==> src/design/assert_macros.svh <==
// Assertion macros shared by the design files.
// Depends on nothing; the user supplies clk and rst_n in scope.
`ifndef ASSERT_MACROS_SVH
`define ASSERT_MACROS_SVH

// Same-cycle implication, disabled during reset.
`define TMS_ASSERT_NOW(lbl, ante, cons) \
  lbl: assert property (@(posedge clk) disable iff (!rst_n) (ante) |-> (cons)) \
    else $error("tms assertion failed");

// Next-cycle implication, disabled during reset.
`define TMS_ASSERT_NEXT(lbl, ante, cons) \
  lbl: assert property (@(posedge clk) disable iff (!rst_n) (ante) |=> (cons)) \
    else $error("tms assertion failed");

`endif

==> src/design/tms_pkg.sv <==
// Types, constants and helper functions for the triangle subdivider.
// Depends on nothing; used by every module of the block.
package tms_pkg;

  typedef struct packed {
    logic signed [31:0] pos_x;
    logic signed [31:0] pos_y;
    logic signed [31:0] pos_z;
    logic signed [15:0] norm_x;
    logic signed [15:0] norm_y;
    logic signed [15:0] norm_z;
    logic signed [15:0] tan_x;
    logic signed [15:0] tan_y;
    logic signed [15:0] tan_z;
    logic signed [15:0] tex_u;
    logic signed [15:0] tex_v;
  } vertex_t;

  typedef struct packed {
    logic signed [31:0] out_pos_x;
    logic signed [31:0] out_pos_y;
    logic signed [31:0] out_pos_z;
    logic signed [15:0] out_norm_x;
    logic signed [15:0] out_norm_y;
    logic signed [15:0] out_norm_z;
    logic signed [15:0] out_tan_x;
    logic signed [15:0] out_tan_y;
    logic signed [15:0] out_tan_z;
    logic signed [15:0] out_tex_u;
    logic signed [15:0] out_tex_v;
    logic               last_of_triangle;
  } out_vertex_t;

  typedef struct packed {
    vertex_t v0;
    vertex_t v1;
    vertex_t v2;
  } tri_t;

  localparam int QueueDepth = 2;

  // Renormalisation widths.
  localparam int SumW    = 17;  // sum of two Q2.14 components
  localparam int MagW    = 17;  // magnitude of such a sum
  localparam int SqW     = 33;  // one squared magnitude
  localparam int SsW     = 34;  // sum of three squares
  localparam int RemW    = 35;  // divider remainder after its shift
  localparam int QuoW    = 31;  // quotient, at most 2**30
  localparam int RootW   = 31;  // root register inside the square-root loop
  localparam int DivSteps  = 31;
  localparam int SqrtSteps = 16;

  function automatic logic signed [31:0] half_floor32(logic signed [31:0] a,
                                                     logic signed [31:0] b);
    logic signed [32:0] s;
    s = 33'(a) + 33'(b);
    return s[32:1];
  endfunction

  function automatic logic signed [15:0] half_floor16(logic signed [15:0] a,
                                                     logic signed [15:0] b);
    logic signed [16:0] s;
    s = 17'(a) + 17'(b);
    return s[16:1];
  endfunction

  function automatic out_vertex_t corner_out(vertex_t v);
    out_vertex_t o;
    o.out_pos_x  = v.pos_x;
    o.out_pos_y  = v.pos_y;
    o.out_pos_z  = v.pos_z;
    o.out_norm_x = v.norm_x;
    o.out_norm_y = v.norm_y;
    o.out_norm_z = v.norm_z;
    o.out_tan_x  = v.tan_x;
    o.out_tan_y  = v.tan_y;
    o.out_tan_z  = v.tan_z;
    o.out_tex_u  = v.tex_u;
    o.out_tex_v  = v.tex_v;
    o.last_of_triangle = 1'b0;
    return o;
  endfunction

endpackage

==> src/design/tms_front.sv <==
// Front end: holds the first two corners and pushes whole triangles.
// Depends on tms_pkg.
module tms_front (
  input  logic             clk,
  input  logic             rst_n,
  input  logic             in_valid,
  output logic             in_ready,
  input  tms_pkg::vertex_t in_data,
  input  logic             q_full,
  output logic             q_push,
  output tms_pkg::tri_t    q_data
);
  import tms_pkg::*;

  logic [1:0] count_r, count_nxt;
  vertex_t    held0_r, held1_r;
  logic       accept;
  logic       third;

  assign third    = count_r[1];
  assign in_ready = !third || !q_full;
  assign accept   = in_valid && in_ready;
  assign q_push   = accept && third;
  assign q_data   = '{v0: held0_r, v1: held1_r, v2: in_data};

  always_comb begin
    count_nxt = count_r;
    if (accept) begin
      count_nxt = third ? 2'd0 : count_r + 2'd1;
    end
  end

  always_ff @(posedge clk) begin
    if (!rst_n) begin
      count_r <= 2'd0;
    end else begin
      count_r <= count_nxt;
    end
  end

  always_ff @(posedge clk) begin
    if (accept && count_r == 2'd0) begin
      held0_r <= in_data;
    end
    if (accept && count_r == 2'd1) begin
      held1_r <= in_data;
    end
  end

endmodule

==> config.mk <==
export PLATFORM = sky130hd
export DESIGN_NAME = tms_front
export DESIGN_NICKNAME = d
export VERILOG_FILES = /design/src/design/assert_macros.svh /design/src/design/tms_pkg.sv /design/src/design/tms_front.sv
export SDC_FILE = /design/constraint.sdc
export NUM_CORES = 1
export LEC_CHECK = 0
export BUFFER_PORTS_ARGS = -buffer_cell sky130_fd_sc_hd__buf_2
export CORE_AREA = 2 2 349 351
export CTS_CLUSTER_DIAMETER = 60
export DETAILED_ROUTE_END_ITERATION = 8
export DIE_AREA = 0 0 351 353
export PLACE_DENSITY = 0.42
export SYNTH_ARGS = -nofsm -noshare
export SYNTH_HDL_FRONTEND = slang
export SYNTH_SLANG_ARGS = --single-unit
export TNS_END_PERCENT = 50
==> constraint.sdc <==
create_clock -name clk -period 37.7 [get_ports clk]
set_input_delay 11.31 -clock clk [delete_from_list [all_inputs] [get_ports clk]]
set_output_delay 11.31 -clock clk [all_outputs]
set_load 0.01 [all_outputs]
==> run metrics <==
H-tree levels=2; crit path max fanout=3; register area share after synthesis=0.8853; leak pwr=8.716 nW; # DRC=0; I/O pins=approximately 900; # port buffers=roughly 900; crit path DAT=11.79 ns; total iterations of the first detailed-routing run=5; synthesized net count=913; drt via density=2.903; synth unique cells=13; number of max-cap violations=0; Worst R2R Start=count_r[1]; outcome=completed; Yosys warnings=0; final setup violation count=0; actual slew at the worst max-slew pin=0.8951 ns; CTS Root Cell=clkbuf_16; CP Capture Type=output port; Avg Inst Size Synth=22.25 sq um; CP Data Required Time=26.39 ns; Crit Path Class=input port to output port; Max-slew headroom=0.4032; final setup margin=14.60 ns; Post-Route WL=59720 um; Setup crit end=q_push; die outline width=351 um; slowest cell delay on critical path=0.17 ns; Post-Syn Instances=slightly below 700; largest net degree at the start of global routing=78; total CTS buffers=59; post-route clock period utilization=0.6129; Compound-Gate Fraction of Synth Area=0.001478; die height=around 350 um; Critical Path Start Type=input port; share of the synthesized area in the top cell type=0.8827; GRT Overall Usage=0.09006; CP max stage cell=nor3b_1; dpl ws=14.59 ns; drt wl/cell=roughly 19 um; Clk Latency, worst-skew pair=0.64 ns; sw frac=0.2503; largest cells by area after synthesis=edfxtp_1 88%, buf_4 11%, dfxtp_1 0.26%; DR vias=about 9000; CP Cell Sequence=buf_2 > inv_1 > nor3b_1 > buf_2; post-synthesis xor/xnor area fraction=0; # clock sinks=450; post-synthesis adder-cell area fraction=0; DR iter-0 viols=541; Max IR drop VDD=32.16 uV; largest family of logic cells by synthesized area=buffers and inverters; post-CTS resize count=0; Psw=0.0003074 W; Register-to-Register Setup Slack=around 35 ns; Routed Antenna Nets=0; CP startpoint=in_valid; Worst R2R End=q_data[399]; Fin Clk Skew=0.02261 ns; row cnt=128; fraction of layout cells with a size suffix above 1=0.6764; RSZ-0062 raised after global routing=false; first-pass GRT wire length=74680 um; most used cell, CP=buf_2; vias in the first global route=8443; final net count=1658; Die Area=roughly 0.12 sq mm; PwrDens=55.80 mW/mm^2; area grow syn2layout=44.38%; Core Area=roughly 0.12 sq mm; GR Overflow Total=0; multiplexer share of the synthesized area=0; clock share of power=0.428; Final Hold Fails=0; sequential power share=0.485; final number of max-transition violations=0; worst hold path class=flip-flop to flip-flop; Period minus WS final=23.10 ns; Final TNS setup=0 ns; GP Congestion=0.8299; # fillers=13110; initial cell density of the core=0.1264; post-synthesis simple-gate area fraction=0.002381; internal power=~0.0009 W; Yosys top cell by area=edfxtp_1; Fin Hold WS=0.5848 ns; CTS tree=built; Synth Register Bits=450; combinational share of power=0.087; Worst-path clk slew=0.05 ns; R2R cell count=5; FMAX=0.04328 GHz; HPWL Detailed=46860 um; initial antenna violation count=16; CTS Buffer Depth=3; Post-CTS Setup Bufs=0; cts hold-fix bufs=0; Post-Syn Area=0.01524 sq mm
[placed cells by master, fill, tap and decap left out]
cell type / count
a21boi_1: 1
diode_2: 5
clkbuf_16: 60
inv_6: 6
edfxtp_1: 448
bufinv_16: 1
nor3b_1: 1
buf_2: 901
o211a_1: 1
nand3_1: 1
inv_8: 7
dfxtp_1: 2
clkbuf_1: 8
clkinv_1: 12
clkinvlp_4: 2
nand2_2: 1
buf_4: 7
nand2_1: 1
clkinv_8: 2
inv_1: 1
nor3_2: 1
nor2b_2: 1
clkinv_2: 5
o21ai_0: 1
clkinv_4: 3
[cell type report]
type                            instances  area, sq um  area share
Sequential cell                       450        13490      0.6132
Multi-Input combinational cell          9        63.81    0.002900
Clock inverter                         37        294.0     0.01336
Tap cell                             1625         2033     0.09240
Clock buffer                           68         1531     0.06960
Timing Repair Buffer                  908         4562      0.2073
Inverter                                2        15.01   0.0006823
Antenna cell                            5        12.51   0.0005686
[Yosys cell counts]
| master | number |
|---|---|
| o21ai_0 | 1 |
| inv_1 | 2 |
| nand2_1 | 1 |
| a21boi_1 | 1 |
| o211a_1 | 1 |
| nor3_1 | 1 |
| nand2_2 | 1 |
| nand3_1 | 1 |
| nor3b_1 | 1 |
| nor2b_2 | 1 |
| buf_4 | 224 |
| dfxtp_1 | 2 |
| edfxtp_1 | 448 |
[critical path, delay by kind of cell]
family        cells  cell delay, ns
buf+inv           3            0.31
simple gates      1            0.17
[sequential cells by signal, indices dropped and copies added, names as in the netlist]
| name | cells |
|---|---|
| count_r | 2 |
| q_data | 448 |
[metrics by stage]
step           instance area, sq um  instances  power (W)    util
2_1_floorplan                 15240        685  0.0006649       -
3_3_place_gp                  20170       2994  0.0007181  0.1672
3_5_place_dp                  20170       2994  0.0007173  0.1672
4_1_cts                       21990       3099   0.001256  0.1824
5_1_grt                       21990       3100   0.001275  0.1824
6_report                      22000       3104   0.001228  0.1825
[logic make-up after synthesis]
family,Yosys count
AOI/OAI and AO/OA,3
and+or+nand+nor,6
DFF,450
buffers and inverters,226
[worst min-delay path by stage]
stage	startpoint	endpoint	slack [ns]	cells after the start
after CTS	count_r[0]	count_r[0]	0.58	1
after global placement	count_r[0]	count_r[0]	0.57	1
after global routing	count_r[0]	count_r[0]	0.62	1
after detailed placement	count_r[0]	count_r[0]	0.57	1
final	count_r[0]	count_r[0]	0.58	1
after floorplan	count_r[0]	count_r[1]	0.48	2
[power by group through the flow]
| stage | clock network, W | registers [W] | logic [W] |
|---|---|---|---|
| floorplan | 0 | 0.000630 | 0.0000349 |
| global placement | 0 | 0.000606 | 0.000112 |
| detailed placement | 0 | 0.000606 | 0.000111 |
| CTS | 0.000548 | 0.000596 | 0.000111 |
| global route | 0.000562 | 0.000598 | 0.000115 |
| finish | 0.000525 | 0.000596 | 0.000107 |
[routing by layer]
metal | vias up | global-route usage | routed length (um)
met3 | 82 | 0.03845 | 6407
li1 | 3873 | - | -
met2 | 586 | 0.1430 | 27710
met4 | 8 | 0.02884 | 1634
met5 | - | 0 | 51
met1 | 4462 | 0.1094 | 23920
Power figures use the tool's default switching activity.
