[config.mk]
export PLATFORM = sky130hd
export DESIGN_NAME = tms_queue
export DESIGN_NICKNAME = d
export VERILOG_FILES = /design/src/design/assert_macros.svh /design/src/design/tms_pkg.sv /design/src/design/tms_queue.sv
export SDC_FILE = /design/constraint.sdc
export NUM_CORES = 1
export LEC_CHECK = 0
export ABC_CLOCK_PERIOD_IN_PS = 86600
export BUFFER_PORTS_ARGS = -buffer_cell sky130_fd_sc_hd__buf_2
export CAP_MARGIN = 40
export CELL_PAD_IN_SITES_DETAIL_PLACEMENT = 0
export CELL_PAD_IN_SITES_GLOBAL_PLACEMENT = 1
export CORE_AREA = 2 2 524 526
export DETAILED_ROUTE_END_ITERATION = 10
export DIE_AREA = 0 0 526 528
export GPL_TIMING_DRIVEN = 0
export PLACE_DENSITY_LB_ADDON = 0.1
export SYNTH_ARGS = -nofsm -noshare
export SYNTH_HDL_FRONTEND = slang
export SYNTH_SLANG_ARGS = --single-unit
[constraint.sdc]
create_clock -name clk -period 86.6 [get_ports clk]
set_input_delay 17.32 -clock clk [delete_from_list [all_inputs] [get_ports clk]]
set_output_delay 17.32 -clock clk [all_outputs]
set_load 0.01 [all_outputs]
[src/design/assert_macros.svh]
// Assertion macros shared by the design files.
// Depends on nothing; the user supplies clk and rst_n in scope.
`ifndef ASSERT_MACROS_SVH
`define ASSERT_MACROS_SVH

// Same-cycle implication, disabled during reset.
`define TMS_ASSERT_NOW(lbl, ante, cons) \
  lbl: assert property (@(posedge clk) disable iff (!rst_n) (ante) |-> (cons)) \
    else $error("tms assertion failed");

// Next-cycle implication, disabled during reset.
`define TMS_ASSERT_NEXT(lbl, ante, cons) \
  lbl: assert property (@(posedge clk) disable iff (!rst_n) (ante) |=> (cons)) \
    else $error("tms assertion failed");

`endif

[src/design/tms_pkg.sv]
// Types, constants and helper functions for the triangle subdivider.
// Depends on nothing; used by every module of the block.
package tms_pkg;

  typedef struct packed {
    logic signed [31:0] pos_x;
    logic signed [31:0] pos_y;
    logic signed [31:0] pos_z;
    logic signed [15:0] norm_x;
    logic signed [15:0] norm_y;
    logic signed [15:0] norm_z;
    logic signed [15:0] tan_x;
    logic signed [15:0] tan_y;
    logic signed [15:0] tan_z;
    logic signed [15:0] tex_u;
    logic signed [15:0] tex_v;
  } vertex_t;

  typedef struct packed {
    logic signed [31:0] out_pos_x;
    logic signed [31:0] out_pos_y;
    logic signed [31:0] out_pos_z;
    logic signed [15:0] out_norm_x;
    logic signed [15:0] out_norm_y;
    logic signed [15:0] out_norm_z;
    logic signed [15:0] out_tan_x;
    logic signed [15:0] out_tan_y;
    logic signed [15:0] out_tan_z;
    logic signed [15:0] out_tex_u;
    logic signed [15:0] out_tex_v;
    logic               last_of_triangle;
  } out_vertex_t;

  typedef struct packed {
    vertex_t v0;
    vertex_t v1;
    vertex_t v2;
  } tri_t;

  localparam int QueueDepth = 2;

  // Renormalisation widths.
  localparam int SumW    = 17;  // sum of two Q2.14 components
  localparam int MagW    = 17;  // magnitude of such a sum
  localparam int SqW     = 33;  // one squared magnitude
  localparam int SsW     = 34;  // sum of three squares
  localparam int RemW    = 35;  // divider remainder after its shift
  localparam int QuoW    = 31;  // quotient, at most 2**30
  localparam int RootW   = 31;  // root register inside the square-root loop
  localparam int DivSteps  = 31;
  localparam int SqrtSteps = 16;

  function automatic logic signed [31:0] half_floor32(logic signed [31:0] a,
                                                     logic signed [31:0] b);
    logic signed [32:0] s;
    s = 33'(a) + 33'(b);
    return s[32:1];
  endfunction

  function automatic logic signed [15:0] half_floor16(logic signed [15:0] a,
                                                     logic signed [15:0] b);
    logic signed [16:0] s;
    s = 17'(a) + 17'(b);
    return s[16:1];
  endfunction

  function automatic out_vertex_t corner_out(vertex_t v);
    out_vertex_t o;
    o.out_pos_x  = v.pos_x;
    o.out_pos_y  = v.pos_y;
    o.out_pos_z  = v.pos_z;
    o.out_norm_x = v.norm_x;
    o.out_norm_y = v.norm_y;
    o.out_norm_z = v.norm_z;
    o.out_tan_x  = v.tan_x;
    o.out_tan_y  = v.tan_y;
    o.out_tan_z  = v.tan_z;
    o.out_tex_u  = v.tex_u;
    o.out_tex_v  = v.tex_v;
    o.last_of_triangle = 1'b0;
    return o;
  endfunction

endpackage

[src/design/tms_queue.sv]
// Short triangle queue between the front and back ends.
// Depends on tms_pkg.
module tms_queue #(
  parameter int DEPTH = tms_pkg::QueueDepth
) (
  input  logic          clk,
  input  logic          rst_n,
  input  logic          push,
  input  tms_pkg::tri_t push_data,
  output logic          full,
  input  logic          pop,
  output logic          head_valid,
  output tms_pkg::tri_t head
);
  import tms_pkg::*;

  localparam int PW = (DEPTH > 1) ? $clog2(DEPTH) : 1;
  localparam int CW = $clog2(DEPTH + 1);

  tri_t          mem_r [DEPTH];
  logic [PW-1:0] wr_r, rd_r;
  logic [CW-1:0] cnt_r;
  logic          do_push, do_pop;

  assign full       = (cnt_r == CW'(DEPTH));
  assign head_valid = (cnt_r != '0);
  assign head       = mem_r[rd_r];
  assign do_push    = push && !full;
  assign do_pop     = pop && head_valid;

  always_ff @(posedge clk) begin
    if (!rst_n) begin
      wr_r  <= '0;
      rd_r  <= '0;
      cnt_r <= '0;
    end else begin
      if (do_push) begin
        wr_r <= (wr_r == PW'(DEPTH - 1)) ? '0 : wr_r + PW'(1);
      end
      if (do_pop) begin
        rd_r <= (rd_r == PW'(DEPTH - 1)) ? '0 : rd_r + PW'(1);
      end
      if (do_push && !do_pop) begin
        cnt_r <= cnt_r + CW'(1);
      end else if (do_pop && !do_push) begin
        cnt_r <= cnt_r - CW'(1);
      end
    end
  end

  always_ff @(posedge clk) begin
    if (do_push) begin
      mem_r[wr_r] <= push_data;
    end
  end

endmodule

==> out/qor.yml <==
run_status:
  status: "complete, no violations"
routing:
  wl_per_cell_um: 25.4
  drc: 0
  viasPerCell: 3.61
  vias: 27200
  antenna_left: 0
  dr.first_iter.drc_count: 1176
  wl_mm: 191
  drt_pass1_iterations: 5
yosys:
  synth_area_sq_um: 49000
  synthDistinctLibCells: 21
  yosysWarnings: 0
  synth_seq_cells: 1349
  synth-seq-area-share_pct: 82.5
  synth_cells: 2116
  synth_nets: 2793
  synth_area_per_cell_sq_um: 23.2
global_routing:
  grt_pass1_wl_mm: 253
  global_route.usage.met3_pct: 8.48
  grtUsageTotal_pct: 13.3
  busiest_layer: "met2"
  gr-total-overflow: 0
  antenna_found_initial: 233
  grt_max_degree: 51
  grt_use_met2_pct: 22.7
  use_met1_pct: 12.8
  grt_pass1_vias: 28400
setup_path:
  path_common_cell: "buf_6"
  worst_r2r_path_depth: 15
  crit_fanout: 10
  reg2reg_setup_slack_ps: 82630
  r2r-start: "cnt_r[0]"
  cp_slowest_cell: "buf_2"
  endpoint_kind: "primary output"
  start_kind: "flip-flop"
  max_stage_delay_ps: 420
  critPathKind: "flip-flop to primary output"
  rr_endpoint: "mem_r[0][586]"
  critical_path.cell_chain: "buf_2 -> buf_6 -> buf_6 -> buf_6 -> mux2_4 -> buf_2"
  arrival_ps: 2910
  required_ps: 69280
layout:
  n_fill_cell: 28400
  design_area_sq_um: 66900
  final_common_cell: "buf_2"
  drive_above_1_share_pct: 62.5
  regArea_sq_um: 40500
  most-common-layout-cells: "buf_2, edfxtp_1, mux2_2"
  layoutNonFillerInstCount: 7531
  area_growth_pct: 36.4
  final_util_pct: 24.5
  nNetsFinal: 4426
  multi_input_area_sq_um: 8000
power:
  comb_power_share_pct: 26.9
  power.total_mw: 2.07
  ir_worst_vdd_v: 0.0000150
  p_int_mw: 1.44
  power_density_nw_per_um2: 30.9
  pwr-share-seq_pct: 40.3
  switching_share_pct: 30.2
  leakage_nw: 24.3
  power_switching_uw: 625
  power.clock.fraction_pct: 32.7
min_path:
  min_from: "cnt_r[1]"
  whs_path_depth: 2
  hold_path.class: "flip-flop to flip-flop"
  hold_end: "cnt_r[1]"
cts:
  cts_made_buffers: 175
  tritoncts: "built"
  post_cts_resized: 0
  h-tree-depth: 4
  postCtsHoldBufs: 0
  clock_path_buffers: 4
  post_cts_buffers: 0
  cts.reportedPaths.clkPinSlew_ps: 60
  worstSkewPairLatency_ps: 830
  cts_num_sinks: 1349
  cts-root-buf: "clkbuf_16"
placed_design:
  gp_congestion: 0.755
  port-buffer-count: 1349
  dpl_cell_area_sq_um: 61500
  hpwl_mm: 150
  dp_cells: 7161
die:
  fp.dieH_um: 528
  rows: 192
  dieWidth_um: 526
  core-area_sq_um: 272000
  pin_count: 1350
  initial_core_util_pct: 18.0
  die-area_sq_um: 278000
sta:
  relSlewSlack_pct: 49.5
  fin_crit_ps: 20240
  finalSetupTns_ps: 0
  grt_setup_unrepaired: "no"
  finClkSkew_ps: 27.6
  clock.fmax_mhz: 49.4
  finalSetupViolCount: 0
  finalMaxSlewViolations: 0
  worst_pin_slew_ps: 753
  hold_viol_final: 0
  timing.final.crit_share_pct: 23.4
run:
  drv_cap: 0
## routing by layer
layer  up-vias  wire (um)
met5         -       1010
met4       160       7180
met3       564      26700
met2      1284      93200
met1     13300      63200
li1      11900          -
## power by group through the flow
stage	registers [mW]	clock network [mW]	logic, mW
2_1_floorplan	0.987	0	0.280
3_3_place_gp	1.13	0	0.560
3_5_place_dp	0.847	0	0.584
4_1_cts	0.834	0.709	0.586
5_1_grt	0.840	0.731	0.603
6_report	0.833	0.676	0.556
## area by class of cell
cell class / instances / area share, %
clock inverters: 86 / 0.885
flip-flops and latches: 1349 / 60.5
multi-input cells: 690 / 12.0
repair buffers: 1456 / 11.9
well taps: 3589 / 6.72
plain buffers: 75 / 0.842
inverters: 2 / 0.0112
diodes: 61 / 0.228
clock buffers: 223 / 6.95
## critical path: cells and delay by family, from the launching register on
family                 cells  cell delay, ps
buffers and inverters      5            1410
multiplexers               1             370
flip-flops                 1             300
## flip-flops by register name, indices dropped and copies added, names as in the netlist, named ones only
signal,cells
mem_r,1344
cnt_r,2
rd_r,1
wr_r,1
## through the flow
stage          hold slack (ps)  setup slack [ps]
5_1_grt                    604             66050
3_5_place_dp               526             65530
2_1_floorplan              483             21450
3_3_place_gp               530            -22310
4_1_cts                    534             66010
6_report                   530             66370
## Yosys cell counts
cell type     n  area [sq um]
buf_2        15          75.1
nand2b_1      1          6.26
edfxtp_1   1344         40400
a21boi_0      2          15.0
buf_6        10           113
xor2_1        1          8.76
or2_2         1          6.26
o21ai_0       2          10.0
nor2_1        1          3.75
or3_1         1          6.26
and2_1        3          18.8
mux2_2      592          6670
buf_4        50           375
inv_1         2          7.51
o21a_1        1          7.51
ha_1          1          12.5
nor3_1        1          5.00
mux2_4       80          1200
and3_1        1          6.26
dfxtp_1       5           100
xnor2_1       2          17.5
## cells by family after synthesis
logic type,Yosys count,synth area share (%)
flip-flops,1349,82.5
AO/OA/AOI/OAI,5,0.0664
multiplexers,672,16.0
adder cells (fa/ha/maj),1,0.0255
AND/OR/NAND/NOR,9,0.107
buffers and inverters,77,1.16
XOR/XNOR,3,0.0536
## how the worst max path moves through the flow
stage | startpoint | end | slack, ps | cells past startpoint
final | flip-flop | head[613] | 66370 | 6
after global routing | flip-flop | head[297] | 66050 | 5
after CTS | flip-flop | head[613] | 66010 | 6
after detailed placement | push | mem_r[0][427] | 65530 | 15
after global placement | push | wr_r | -22310 | 4
after floorplan | push | wr_r | 21450 | 3
(Power assumes the default switching activity.)
